File: src/design/rrwl_pkg.sv
`default_nettype none
package rrwl_pkg;

  localparam int REQUESTERS_DEF = 16;
  localparam int MAX_NEST_DEF   = 255;

  localparam int OP_W     = 2;
  localparam int REQ_W    = 4;
  localparam int ST_W     = 2;
  localparam int TOTAL_W  = 12;
  // wide enough to compare a requester number against any supported count
  localparam int REQ_EXT_W = 9;

  localparam logic [TOTAL_W-1:0] TOTAL_MAX = '1;

  localparam logic [OP_W-1:0] OP_ACQ_RD = 2'd0;
  localparam logic [OP_W-1:0] OP_ACQ_WR = 2'd1;
  localparam logic [OP_W-1:0] OP_REL_RD = 2'd2;
  localparam logic [OP_W-1:0] OP_REL_WR = 2'd3;

  localparam logic [ST_W-1:0] ST_OK        = 2'd0;
  localparam logic [ST_W-1:0] ST_WAIT      = 2'd1;
  localparam logic [ST_W-1:0] ST_NOT_OWNER = 2'd2;
  localparam logic [ST_W-1:0] ST_OVERFLOW  = 2'd3;

  // classified request held in the queue
  typedef struct packed {
    logic [OP_W-1:0]  opcode;
    logic [REQ_W-1:0] requester;
    logic             in_range;
  } req_t;

  // queue head as seen by the back end
  typedef struct packed {
    logic valid;
    req_t req;
  } q_head_t;

endpackage
`default_nettype wire

File: src/design/rrwl_front.sv
`default_nettype none
module rrwl_front import rrwl_pkg::*; #(
  parameter int REQUESTERS = REQUESTERS_DEF
) (
  input  wire logic             clk,
  input  wire logic             rst_n,
  input  wire logic             in_valid,
  output logic                  in_stall,
  input  wire logic [OP_W-1:0]  in_opcode,
  input  wire logic [REQ_W-1:0] in_requester,
  output q_head_t               head,
  input  wire logic             pop
);

  localparam int QDEPTH = 2;

  req_t             q_mem_r [QDEPTH];
  logic             wr_ptr_r, wr_ptr_nxt;
  logic             rd_ptr_r, rd_ptr_nxt;
  logic [1:0]       count_r, count_nxt;
  logic             push;
  req_t             req_in;
  logic [REQ_EXT_W-1:0] req_ext;

  // range check against the configured requester count
  always_comb begin
    req_ext          = REQ_EXT_W'(in_requester);
    req_in.opcode    = in_opcode;
    req_in.requester = in_requester;
    req_in.in_range  = req_ext < REQ_EXT_W'(REQUESTERS);
  end

  assign in_stall = (count_r == 2'(QDEPTH));
  assign push     = in_valid && !in_stall;

  assign head.valid = (count_r != 2'd0);
  assign head.req   = q_mem_r[rd_ptr_r];

  always_comb begin
    wr_ptr_nxt = push ? ~wr_ptr_r : wr_ptr_r;
    rd_ptr_nxt = pop ? ~rd_ptr_r : rd_ptr_r;
    count_nxt  = count_r + 2'(push) - 2'(pop);
  end

  always_ff @(posedge clk) begin
    if (push) begin
      q_mem_r[wr_ptr_r] <= req_in;
    end
  end

  always_ff @(posedge clk) begin
    if (!rst_n) begin
      wr_ptr_r <= 1'b0;
      rd_ptr_r <= 1'b0;
      count_r  <= 2'd0;
    end else begin
      wr_ptr_r <= wr_ptr_nxt;
      rd_ptr_r <= rd_ptr_nxt;
      count_r  <= count_nxt;
    end
  end

endmodule
`default_nettype wire

File: src/design/rrwl_back.sv
`default_nettype none
module rrwl_back import rrwl_pkg::*; #(
  parameter int REQUESTERS = REQUESTERS_DEF,
  parameter int MAX_NEST   = MAX_NEST_DEF
) (
  input  wire logic   clk,
  input  wire logic   rst_n,
  input  wire q_head_t head,
  output logic        pop,
  output logic        out_valid,
  input  wire logic   out_stall,
  output logic [ST_W-1:0] out_status,
  output logic        out_held_any,
  output logic        out_held_for_write,
  output logic        out_wake_waiters
);

  localparam int IDX_W = $clog2(REQUESTERS);
  localparam int HC_W  = $clog2(MAX_NEST + 1);
  localparam logic [HC_W-1:0] NEST_LIM = HC_W'(MAX_NEST);

  localparam logic S_IDLE = 1'b0;
  localparam logic S_EXEC = 1'b1;

  logic                 state_r, state_nxt;
  req_t                 cur_r;
  logic [HC_W-1:0]      hc_mem [REQUESTERS];
  logic [REQUESTERS-1:0] vld_r;
  logic [HC_W-1:0]      rd_data_r;
  logic                 rd_vld_r;
  logic [TOTAL_W-1:0]   total_r, total_nxt;
  logic                 wm_r, wm_nxt;
  logic                 out_valid_r, out_valid_nxt;
  logic [ST_W-1:0]      out_status_r;
  logic                 out_any_r, out_wr_r, out_wake_r;

  logic [IDX_W-1:0]     rd_idx, cur_idx;
  logic [HC_W-1:0]      hc, hc_nxt;
  logic [ST_W-1:0]      st;
  logic                 wake, can_nest, is_acq, commit, out_free;

  always_comb begin
    rd_idx  = IDX_W'(REQ_EXT_W'(head.req.requester));
    cur_idx = IDX_W'(REQ_EXT_W'(cur_r.requester));
  end

  assign out_free = !out_valid_r || !out_stall;
  assign pop      = (state_r == S_IDLE) && head.valid;
  assign commit   = (state_r == S_EXEC) && out_free;

  // lock decision on the registered count of the current requester
  always_comb begin
    hc        = rd_vld_r ? rd_data_r : '0;
    hc_nxt    = hc;
    total_nxt = total_r;
    wm_nxt    = wm_r;
    st        = ST_OK;
    wake      = 1'b0;
    is_acq    = (cur_r.opcode == OP_ACQ_RD) || (cur_r.opcode == OP_ACQ_WR);
    can_nest  = (hc < NEST_LIM) && (total_r < TOTAL_MAX);
    if (!cur_r.in_range) begin
      st = ST_NOT_OWNER;
    end else if (is_acq) begin
      if (hc == '0 && ((cur_r.opcode == OP_ACQ_RD) ? wm_r : (total_r != '0))) begin
        st = ST_WAIT;
      end else if (!can_nest) begin
        st = ST_OVERFLOW;
      end else begin
        hc_nxt    = hc + HC_W'(1);
        total_nxt = total_r + TOTAL_W'(1);
        if (cur_r.opcode == OP_ACQ_WR) begin
          wm_nxt = 1'b1;
        end
      end
    end else if (cur_r.opcode == OP_REL_WR && !wm_r) begin
      st = ST_NOT_OWNER;
    end else if (hc == '0) begin
      st = ST_NOT_OWNER;
    end else begin
      hc_nxt = hc - HC_W'(1);
      if (total_r != '0) begin
        total_nxt = total_r - TOTAL_W'(1);
      end
      if (total_nxt == '0) begin
        wm_nxt = 1'b0;
        wake   = 1'b1;
      end
    end
  end

  always_comb begin
    state_nxt = state_r;
    unique case (state_r)
      S_IDLE: begin
        if (head.valid) begin
          state_nxt = S_EXEC;
        end
      end
      S_EXEC: begin
        if (out_free) begin
          state_nxt = S_IDLE;
        end
      end
      default: state_nxt = S_IDLE;
    endcase
  end

  always_comb begin
    out_valid_nxt = out_valid_r;
    if (commit) begin
      out_valid_nxt = 1'b1;
    end else if (!out_stall) begin
      out_valid_nxt = 1'b0;
    end
  end

  // per-requester count memory, registered read
  always_ff @(posedge clk) begin
    if (pop) begin
      rd_data_r <= hc_mem[rd_idx];
    end
    if (commit && cur_r.in_range) begin
      hc_mem[cur_idx] <= hc_nxt;
    end
  end

  always_ff @(posedge clk) begin
    if (pop) begin
      cur_r <= head.req;
    end
    if (commit) begin
      out_status_r <= st;
      out_any_r    <= (total_nxt != '0);
      out_wr_r     <= wm_nxt;
      out_wake_r   <= wake;
    end
  end

  always_ff @(posedge clk) begin
    if (!rst_n) begin
      state_r     <= S_IDLE;
      vld_r       <= '0;
      rd_vld_r    <= 1'b0;
      total_r     <= '0;
      wm_r        <= 1'b0;
      out_valid_r <= 1'b0;
    end else begin
      state_r     <= state_nxt;
      out_valid_r <= out_valid_nxt;
      if (pop) begin
        rd_vld_r <= vld_r[rd_idx];
      end
      if (commit) begin
        total_r <= total_nxt;
        wm_r    <= wm_nxt;
        if (cur_r.in_range) begin
          vld_r[cur_idx] <= 1'b1;
        end
      end
    end
  end

  assign out_valid          = out_valid_r;
  assign out_status         = out_status_r;
  assign out_held_any       = out_any_r;
  assign out_held_for_write = out_wr_r;
  assign out_wake_waiters   = out_wake_r;

  a_wm_needs_holder: assert property (@(posedge clk) disable iff (!rst_n)
    (total_r == '0) |-> !wm_r)
    else $error("write mode set with no holders");

  a_wake_only_on_release: assert property (@(posedge clk) disable iff (!rst_n)
    commit && wake |-> (st == ST_OK) && (total_nxt == '0) && !is_acq)
    else $error("wake raised outside a final release");

  a_no_pop_while_busy: assert property (@(posedge clk) disable iff (!rst_n)
    (state_r == S_EXEC) |-> !pop)
    else $error("queue popped while a request is in progress");

  a_total_steps_by_one: assert property (@(posedge clk) disable iff (!rst_n)
    !commit |=> total_r == $past(total_r))
    else $error("hold total changed without a committed request");

endmodule
`default_nettype wire

File: src/design/reentrant_reader_writer_lock_core.sv
// Lock manager for one reentrant reader-writer lock. Each request
// (in_opcode: acquire read, acquire write, release read, release write;
// in_requester: the requesting master) yields exactly one result with a
// status (granted, wait and retry, not owner, overflow) plus the lock's
// held and write-mode flags after the request and a wake flag when a
// release frees the lock completely. A holder nests while below the nest
// and total limits and an acquire-write from a holder upgrades to write
// mode. Requests enter a two-deep queue; the back end takes one request
// at a time in two steps, first reading the requester's hold count from
// the count memory, then deciding and writing it back, and pops the next
// request only after the result is registered; a stall on the result side
// holds it in the second step. Counts reset to zero at once through
// per-entry valid bits, so no clearing pass is needed.
`default_nettype none
module reentrant_reader_writer_lock_core import rrwl_pkg::*; #(
  parameter int REQUESTERS = REQUESTERS_DEF,
  parameter int MAX_NEST   = MAX_NEST_DEF
) (
  input  wire logic             clk,
  input  wire logic             rst_n,
  input  wire logic             in_valid,
  output logic                  in_stall,
  input  wire logic [OP_W-1:0]  in_opcode,
  input  wire logic [REQ_W-1:0] in_requester,
  output logic                  out_valid,
  input  wire logic             out_stall,
  output logic [ST_W-1:0]       out_status,
  output logic                  out_held_any,
  output logic                  out_held_for_write,
  output logic                  out_wake_waiters
);

  // queue head and pop between front and back
  q_head_t head;
  logic    pop;

  // front: accepts each request, range-checks the requester, queues it
  rrwl_front #(
    .REQUESTERS(REQUESTERS)
  ) u_front (
    .clk         (clk),
    .rst_n       (rst_n),
    .in_valid    (in_valid),
    .in_stall    (in_stall),
    .in_opcode   (in_opcode),
    .in_requester(in_requester),
    .head        (head),
    .pop         (pop)
  );

  // back: count lookup, lock decision, state update, result register
  rrwl_back #(
    .REQUESTERS(REQUESTERS),
    .MAX_NEST  (MAX_NEST)
  ) u_back (
    .clk               (clk),
    .rst_n             (rst_n),
    .head              (head),
    .pop               (pop),
    .out_valid         (out_valid),
    .out_stall         (out_stall),
    .out_status        (out_status),
    .out_held_any      (out_held_any),
    .out_held_for_write(out_held_for_write),
    .out_wake_waiters  (out_wake_waiters)
  );

endmodule
`default_nettype wire

File: config.mk
export PLATFORM = sky130hd
export DESIGN_NAME = reentrant_reader_writer_lock_core
export DESIGN_NICKNAME = d
export VERILOG_FILES = /design/src/design/rrwl_pkg.sv /design/src/design/rrwl_front.sv /design/src/design/rrwl_back.sv /design/src/design/reentrant_reader_writer_lock_core.sv
export SDC_FILE = /design/constraint.sdc
export NUM_CORES = 1
export LEC_CHECK = 0
export ABC_AREA = 1
export ABC_CLOCK_PERIOD_IN_PS = 7600
export BUFFER_PORTS_ARGS = -buffer_cell sky130_fd_sc_hd__buf_2
export CORE_MARGIN = 3
export CORE_UTILIZATION = 45
export DETAILED_ROUTE_END_ITERATION = 16
export MAX_ROUTING_LAYER = met4
export SYNTH_ARGS = -nofsm -noshare
export SYNTH_HDL_FRONTEND = slang
export SYNTH_SLANG_ARGS = --single-unit
File: constraint.sdc
create_clock -name clk -period 7.6 [get_ports clk]
set_input_delay 0.38 -clock clk [delete_from_list [all_inputs] [get_ports clk]]
set_output_delay 0.38 -clock clk [all_outputs]
set_load 0.005 [all_outputs]
# Yosys cells after proc, flatten, opt, wreduce, memory -nomap -nowiden
# Memories as Yosys holds them, arrays and structs flattened. A register that Yosys moved wholly into a read port is not among the register bits.
# Index checks and enable logic that the tools add are counted.
dict set report totals {
  ff_bits 48
  mem_bits_rw 140
  input_bits 10
  out_inout_bits 7
  word_cells 108
  mem_count 2
}
dict set report op_classes {
  n_addsub 6
  n_lt_le_gt_ge 5
  eq_ne 4
  n_mux 48
  bitwise_logic 5
  n_reduce_logical 22
}
# memory words width rd rd_clocked_by_memory_dff wr line_no
set mem_list {}
lappend mem_list {u_back.hc_mem 16 8 1 1 1 rrwl_back.sv:27} ;# logic [HC_W-1:0] hc_mem [REQUESTERS];
lappend mem_list {u_front.q_mem_r 2 6 1 1 1 rrwl_front.sv:17} ;# req_t q_mem_r [QDEPTH];
# operator n
set ops {}
lappend ops {{two-way mux 12 bit} 11}
lappend ops {{two-way mux 8 bit} 7}
lappend ops {{nonzero test 12 bit} 2}
lappend ops {{two-way mux 1 bit} 22}
lappend ops {{bitwise OR 16 bit} 1}
lappend ops {{adder 12 x 1 -> 12 bit, second input constant} 1}
lappend ops {{logical NOT 12 bit} 1}
lappend ops {{less-than comparator 12 bit, second input constant} 1}
lappend ops {{subtractor 12 x 1 -> 12 bit, second input constant} 1}
lappend ops {{less-than comparator 4 x 5 -> 1 bit, second input constant} 2}
lappend ops {{two-way mux 2 bit} 5}
lappend ops {{adder 8 x 1 -> 8 bit, second input constant} 1}
lappend ops {{logical AND 1 bit} 8}
lappend ops {{logical NOT 8 bit} 1}
lappend ops {{less-than comparator 8 bit, second input constant} 1}
lappend ops {{subtractor 8 x 1 -> 8 bit, second input constant} 1}
lappend ops {{binary-select mux 1 bit (select 4 bit)} 1}
lappend ops {{demux 1 bit (select 4 bit)} 1}
lappend ops {{equality test 2 bit, second input constant} 2}
lappend ops {{greater-or-equal comparator 4 x 1 -> 1 bit, second input constant} 1}
lappend ops {{logical NOT 1 bit} 4}
lappend ops {{NOT 1 bit} 4}
lappend ops {{OR reduction 4 bit} 1}
lappend ops {{adder 2 x 1 -> 2 bit} 1}
lappend ops {{8 further kinds} 9}

# Longest topological paths before layout
dict set report logic_depth {
  word_depth 12
  depth_mapped 18
  depth_no_buf 17
}

# Hierarchy
# A second synthesis with hierarchy kept.
dict set report hier_totals {
  cells_unflattened 1000
  hier_area_um2 9781.9
}
# module n_inst cells_per_inst area_per_inst_um2 seq_area_each_um2
set modules_own_cells {}
lappend modules_own_cells {rrwl_back 1 945 9077.5 5084.9}
lappend modules_own_cells {rrwl_front 1 55 704.4 460.4}

# Least setup slack after synthesis
# Ideal clock, no wire load.
dict set report synth_timing {
  path_kind {reg2reg}
  startpoint {register u_back.rd_vld_r}
  endpoint {memory u_back.hc_mem[0][1] in the netlist's numbering (data pin)}
  setup_time_ns 0.302
  arrival_time_ns 2.206
  t_required_ns 7.298
  path_slack_ns 5.092
  stages_incl_launch_ff 15
  path_buffers 1
  period_less_slack_ns 2.508
  path_cell_list {dfxtp_1 buf_6 nand2_1 inv_1 ha_1 nand2_1 nor2_2 nand3_2 nand2_4 inv_4 nand2_2 inv_2 nor2_1 nor2_1 o221ai_1}
}
dict set report synth_between {
  elab_chain_len 7
}
# element line_no
set synth_rtl {}
lappend synth_rtl {{start: declaration} rrwl_back.sv:30} ;# logic rd_vld_r;
lappend synth_rtl {{start signal: assignment} rrwl_back.sv:151} ;# rd_vld_r <= vld_r[rd_idx];
lappend synth_rtl {{two-way mux 8 bit *} rrwl_back.sv:53} ;# hc = rd_vld_r ? rd_data_r : '0;
lappend synth_rtl {{less-than comparator 8 bit} rrwl_back.sv:60} ;# can_nest = (hc < NEST_LIM) && (total_r < TOTAL_MAX);
lappend synth_rtl {{logical AND 1 bit} rrwl_back.sv:60}
lappend synth_rtl {{two-way mux 8 bit} rrwl_back.sv:66} ;# end else if (!can_nest) begin
lappend synth_rtl {{two-way mux 8 bit} rrwl_back.sv:64} ;# if (hc == '0 && ((cur_r.opcode == OP_ACQ_RD) ? wm_r : (total_r != '0))) begin
lappend synth_rtl {{two-way mux 8 bit} rrwl_back.sv:63} ;# end else if (is_acq) begin
lappend synth_rtl {{two-way mux 8 bit *} rrwl_back.sv:61} ;# if (!cur_r.in_range) begin
lappend synth_rtl {{net u_back.hc_nxt[1]} rrwl_back.sv:38} ;# logic [HC_W-1:0] hc, hc_nxt;
lappend synth_rtl {{end: declaration} rrwl_back.sv:27}
# Mark *: on every way through the listed nets, which the timed path passes. The rest lies on a longest branch.

# Worst setup path in the final report
dict set report layout_timing {
  startpoint {register u_back.rd_vld_r}
  endpoint {memory u_back.hc_mem[9][0] in the netlist's numbering (data pin)}
}
# Same word-level chain as after synthesis.

==> results.json <==
{
  "clock_latency_ns": 0.43,
  "hold_viol": 0,
  "synth.cell_area_um2": 9114,
  "grt_first_pass_wirelength_um": 34830,
  "ys_seq_area_share_pct": 60.52,
  "dpl.hpwl_um": 14280,
  "hold_path_class": "input port to register",
  "fmaxAchievable_mhz": 287.3,
  "hold_buffers": 0,
  "final_layout_size_suffix_gt1_share_pct": 10.89,
  "powerDensity_nw_per_um2": 449.5,
  "cts_tree": "yes",
  "fp.dieH_um": 148.3,
  "worst_path_largest_cell_delay_ns": 0.91,
  "finalWorstSetupSlack_ns": 4.120,
  "ys_ff_latch": 196,
  "hold-worst-slack_ns": 0.1355,
  "cts_setup_buffers": 0,
  "nets": 950,
  "report.final.setup_viol": 0,
  "dpl.cell_count": 1179,
  "mostFrequentLayoutCell": "nor2_1",
  "fill_cells": 1816,
  "antenna_found_initial": 0,
  "dr.first_iter.drc_count": 598,
  "grt-ovfl-total": 0,
  "gp_congestion": 0.9446,
  "grt_use_total_pct": 21.44,
  "dr.pass1.iters": 5,
  "cts_resized": 0,
  "initial_utilization_pct": 46.37,
  "finalCriticalPeriod_ns": 3.480,
  "min_period_over_period_pct": 45.79,
  "viasPerCell": 5.467,
  "die_area_um2": 22000,
  "vias": 6620,
  "first_global_vias": 6009,
  "synth.distinct_cells": 38,
  "path_cells": "nand2_1, inv_1, ha_1, nand2_1, nor2_2, nand3_2, nand2_4, inv_4, nand2_2, inv_2, nor2_1, nor2_1, xor2_1",
  "syn_area_per_cell_um2": 9.810,
  "p_leak_uw": 0.003754,
  "clk_path_buf_depth": 2,
  "status": "completed",
  "cts-root-buf": "clkbuf_16",
  "layout_common_cells": "nor2_1, edfxtp_1, nand2_1, o21ai_0, inv_1",
  "htree_levels": 4,
  "cts.sinks": 196,
  "drc": 0,
  "rsz0062_at_grt": "no",
  "syn_nets": 946,
  "criticalPathCategory": "register to register",
  "areaGrowthSynthToFinish_pct": 10.01,
  "cpMaxStageDelayCell": "xor2_1",
  "start_kind": "register",
  "relSlewSlack_pct": 15.33,
  "crit_arrival_ns": 3.54,
  "portBuffers": 16,
  "netlist_instances": 929,
  "max_cap_viol_count": 0,
  "synth_edf_count": 159,
  "drt-total-wl_um": 22280,
  "stdcell_count": 1211,
  "synthArstFlopShare_pct": 0,
  "grt_max_degree": 73,
  "synth_flop_cell": "edfxtp_1",
  "cp.required_ns": 7.66,
  "core_area_um2": 19650,
  "die_w_um": 148.3,
  "core.rowCount": 51,
  "end_kind": "register",
  "path_clk_slew_ns": 0.07,
  "ant_nets": 0,
  "ys.warnings.count": 0,
  "numCtsBuffers": 17,
  "maxSlewViolCount": 0,
  "wire_per_inst_um": 18.40,
  "max-vdd-ir-drop_mv": 0.2594,
  "cp_max_fo": 16,
  "tns_ns": 0,
  "ios": 17,
  "finClkSkew_ns": 0.01316,
  "place_ws_ns": 4.162,
  "diodes": 0,
  "path_delay_family": "simple AND/OR/NAND/NOR gates",
  "worst_pin_slew_ns": 1.264,
  "path_buf_inv": 3
}
-- state kept, by name, indices dropped and copies added (netlist names), named ones only --
register and count:
u_back.wm_r 1, u_front.wr_ptr_r 1, u_back.out_held_any 1, u_back.hc_mem 128, u_back.out_status 2, u_back.total_r 12
u_back.rd_vld_r 1, u_front.count_r 2, u_back.out_held_for_write 1, u_back.vld_r 16, u_back.rd_data_r 8, u_back.out_valid 1
u_front.rd_ptr_r 1, u_back.state_r 1, u_back.cur_idx 4, u_back.out_wake_waiters 1, u_front.q_mem_r 12, u_back.cur_r 2
-- report_power, final --
part | internal, uW | switching (uW)
clock | 556 | 406
sequential | 1610 | 98.1
combinational | 478 | 1360
total | 2640 | 1860
-- cell usage after synthesis, types with 3 or more instances --
| cell type | count | area, um2 |
|---|---|---|
| nor2_1 | 187 | 701.9 |
| edfxtp_1 | 159 | 4775 |
| nand2_1 | 141 | 529.3 |
| o21ai_0 | 94 | 470.5 |
| inv_1 | 58 | 217.7 |
| dfxtp_1 | 37 | 740.7 |
| nand3_1 | 37 | 185.2 |
| clkbuf_1 | 25 | 93.84 |
| o22ai_1 | 22 | 137.6 |
| o221ai_1 | 21 | 183.9 |
| o211ai_1 | 20 | 150.1 |
| a21oi_1 | 14 | 70.07 |
| xor2_1 | 12 | 105.1 |
| nand4_1 | 11 | 68.82 |
| inv_2 | 9 | 33.78 |
| nand2_2 | 8 | 50.05 |
| nor3_1 | 8 | 40.04 |
| o21ai_1 | 8 | 40.04 |
| ha_1 | 7 | 87.58 |
| nand3_2 | 7 | 70.07 |
| nor2_2 | 6 | 37.54 |
| buf_2 | 5 | 25.02 |
| buf_6 | 5 | 56.30 |
| nand2_4 | 5 | 56.30 |
| inv_4 | 3 | 18.77 |
| nor2_4 | 3 | 33.78 |
| o21ai_2 | 3 | 26.28 |
-- final cells by class --
class / instances / area, um2 / share of cell area (%)
Timing Repair Buffer: 23 / 132.6 / 1.323
Clock inverter: 10 / 161.4 / 1.610
Inverter: 71 / 274.0 / 2.733
Tap cell: 265 / 331.6 / 3.307
Clock buffer: 22 / 474.2 / 4.730
Sequential cell: 196 / 5515 / 55.01
Multi-Input combinational cell: 624 / 3137 / 31.29
-- per-stage QoR --
step	utilization (%)	power, uW	cell area (um2)
global route	51.01	4792	10030
CTS	51.01	4511	10030
global placement	47.78	3544	9390
detailed placement	47.78	3549	9390
finish	51.01	4507	10030
floorplan	-	2982	9114
-- final timing paths --
kind / startpoint / end / slack, ns / cells past startpoint
setup reg to reg: u_back.rd_vld_r / u_back.hc_mem[9][0] / 4.12 / 13
setup / recovery: u_back.rd_vld_r / u_back.hc_mem[9][0] / 4.12 / 13
hold reg to reg: u_front.count_r[1] / u_front.count_r[1] / 0.45 / 1
hold / removal: in_requester[0] / u_front.q_mem_r[1][0] / 0.14 / 1
-- cells by family (layout without fill, tap and decap cells) --
logic type	after synthesis	count (layout)	share of synthesized area [%]
flops	196	196	60.52
buf+inv	109	126	5.134
compound gates	186	186	12.15
xor+xnor	13	13	1.249
fa+ha+maj	7	7	0.9610
simple gates	418	418	19.99
-- metal layers --
metal / GRT usage [%] / vias up / routed length, um
met4: 6.975 / 0 / 471
met3: 2.773 / 35 / 1037
met5: - / - / 0
met2: 33.16 / 206 / 10470
li1: - / 3244 / -
met1: 29.76 / 3135 / 10310
Power figures use the tool's default switching activity.
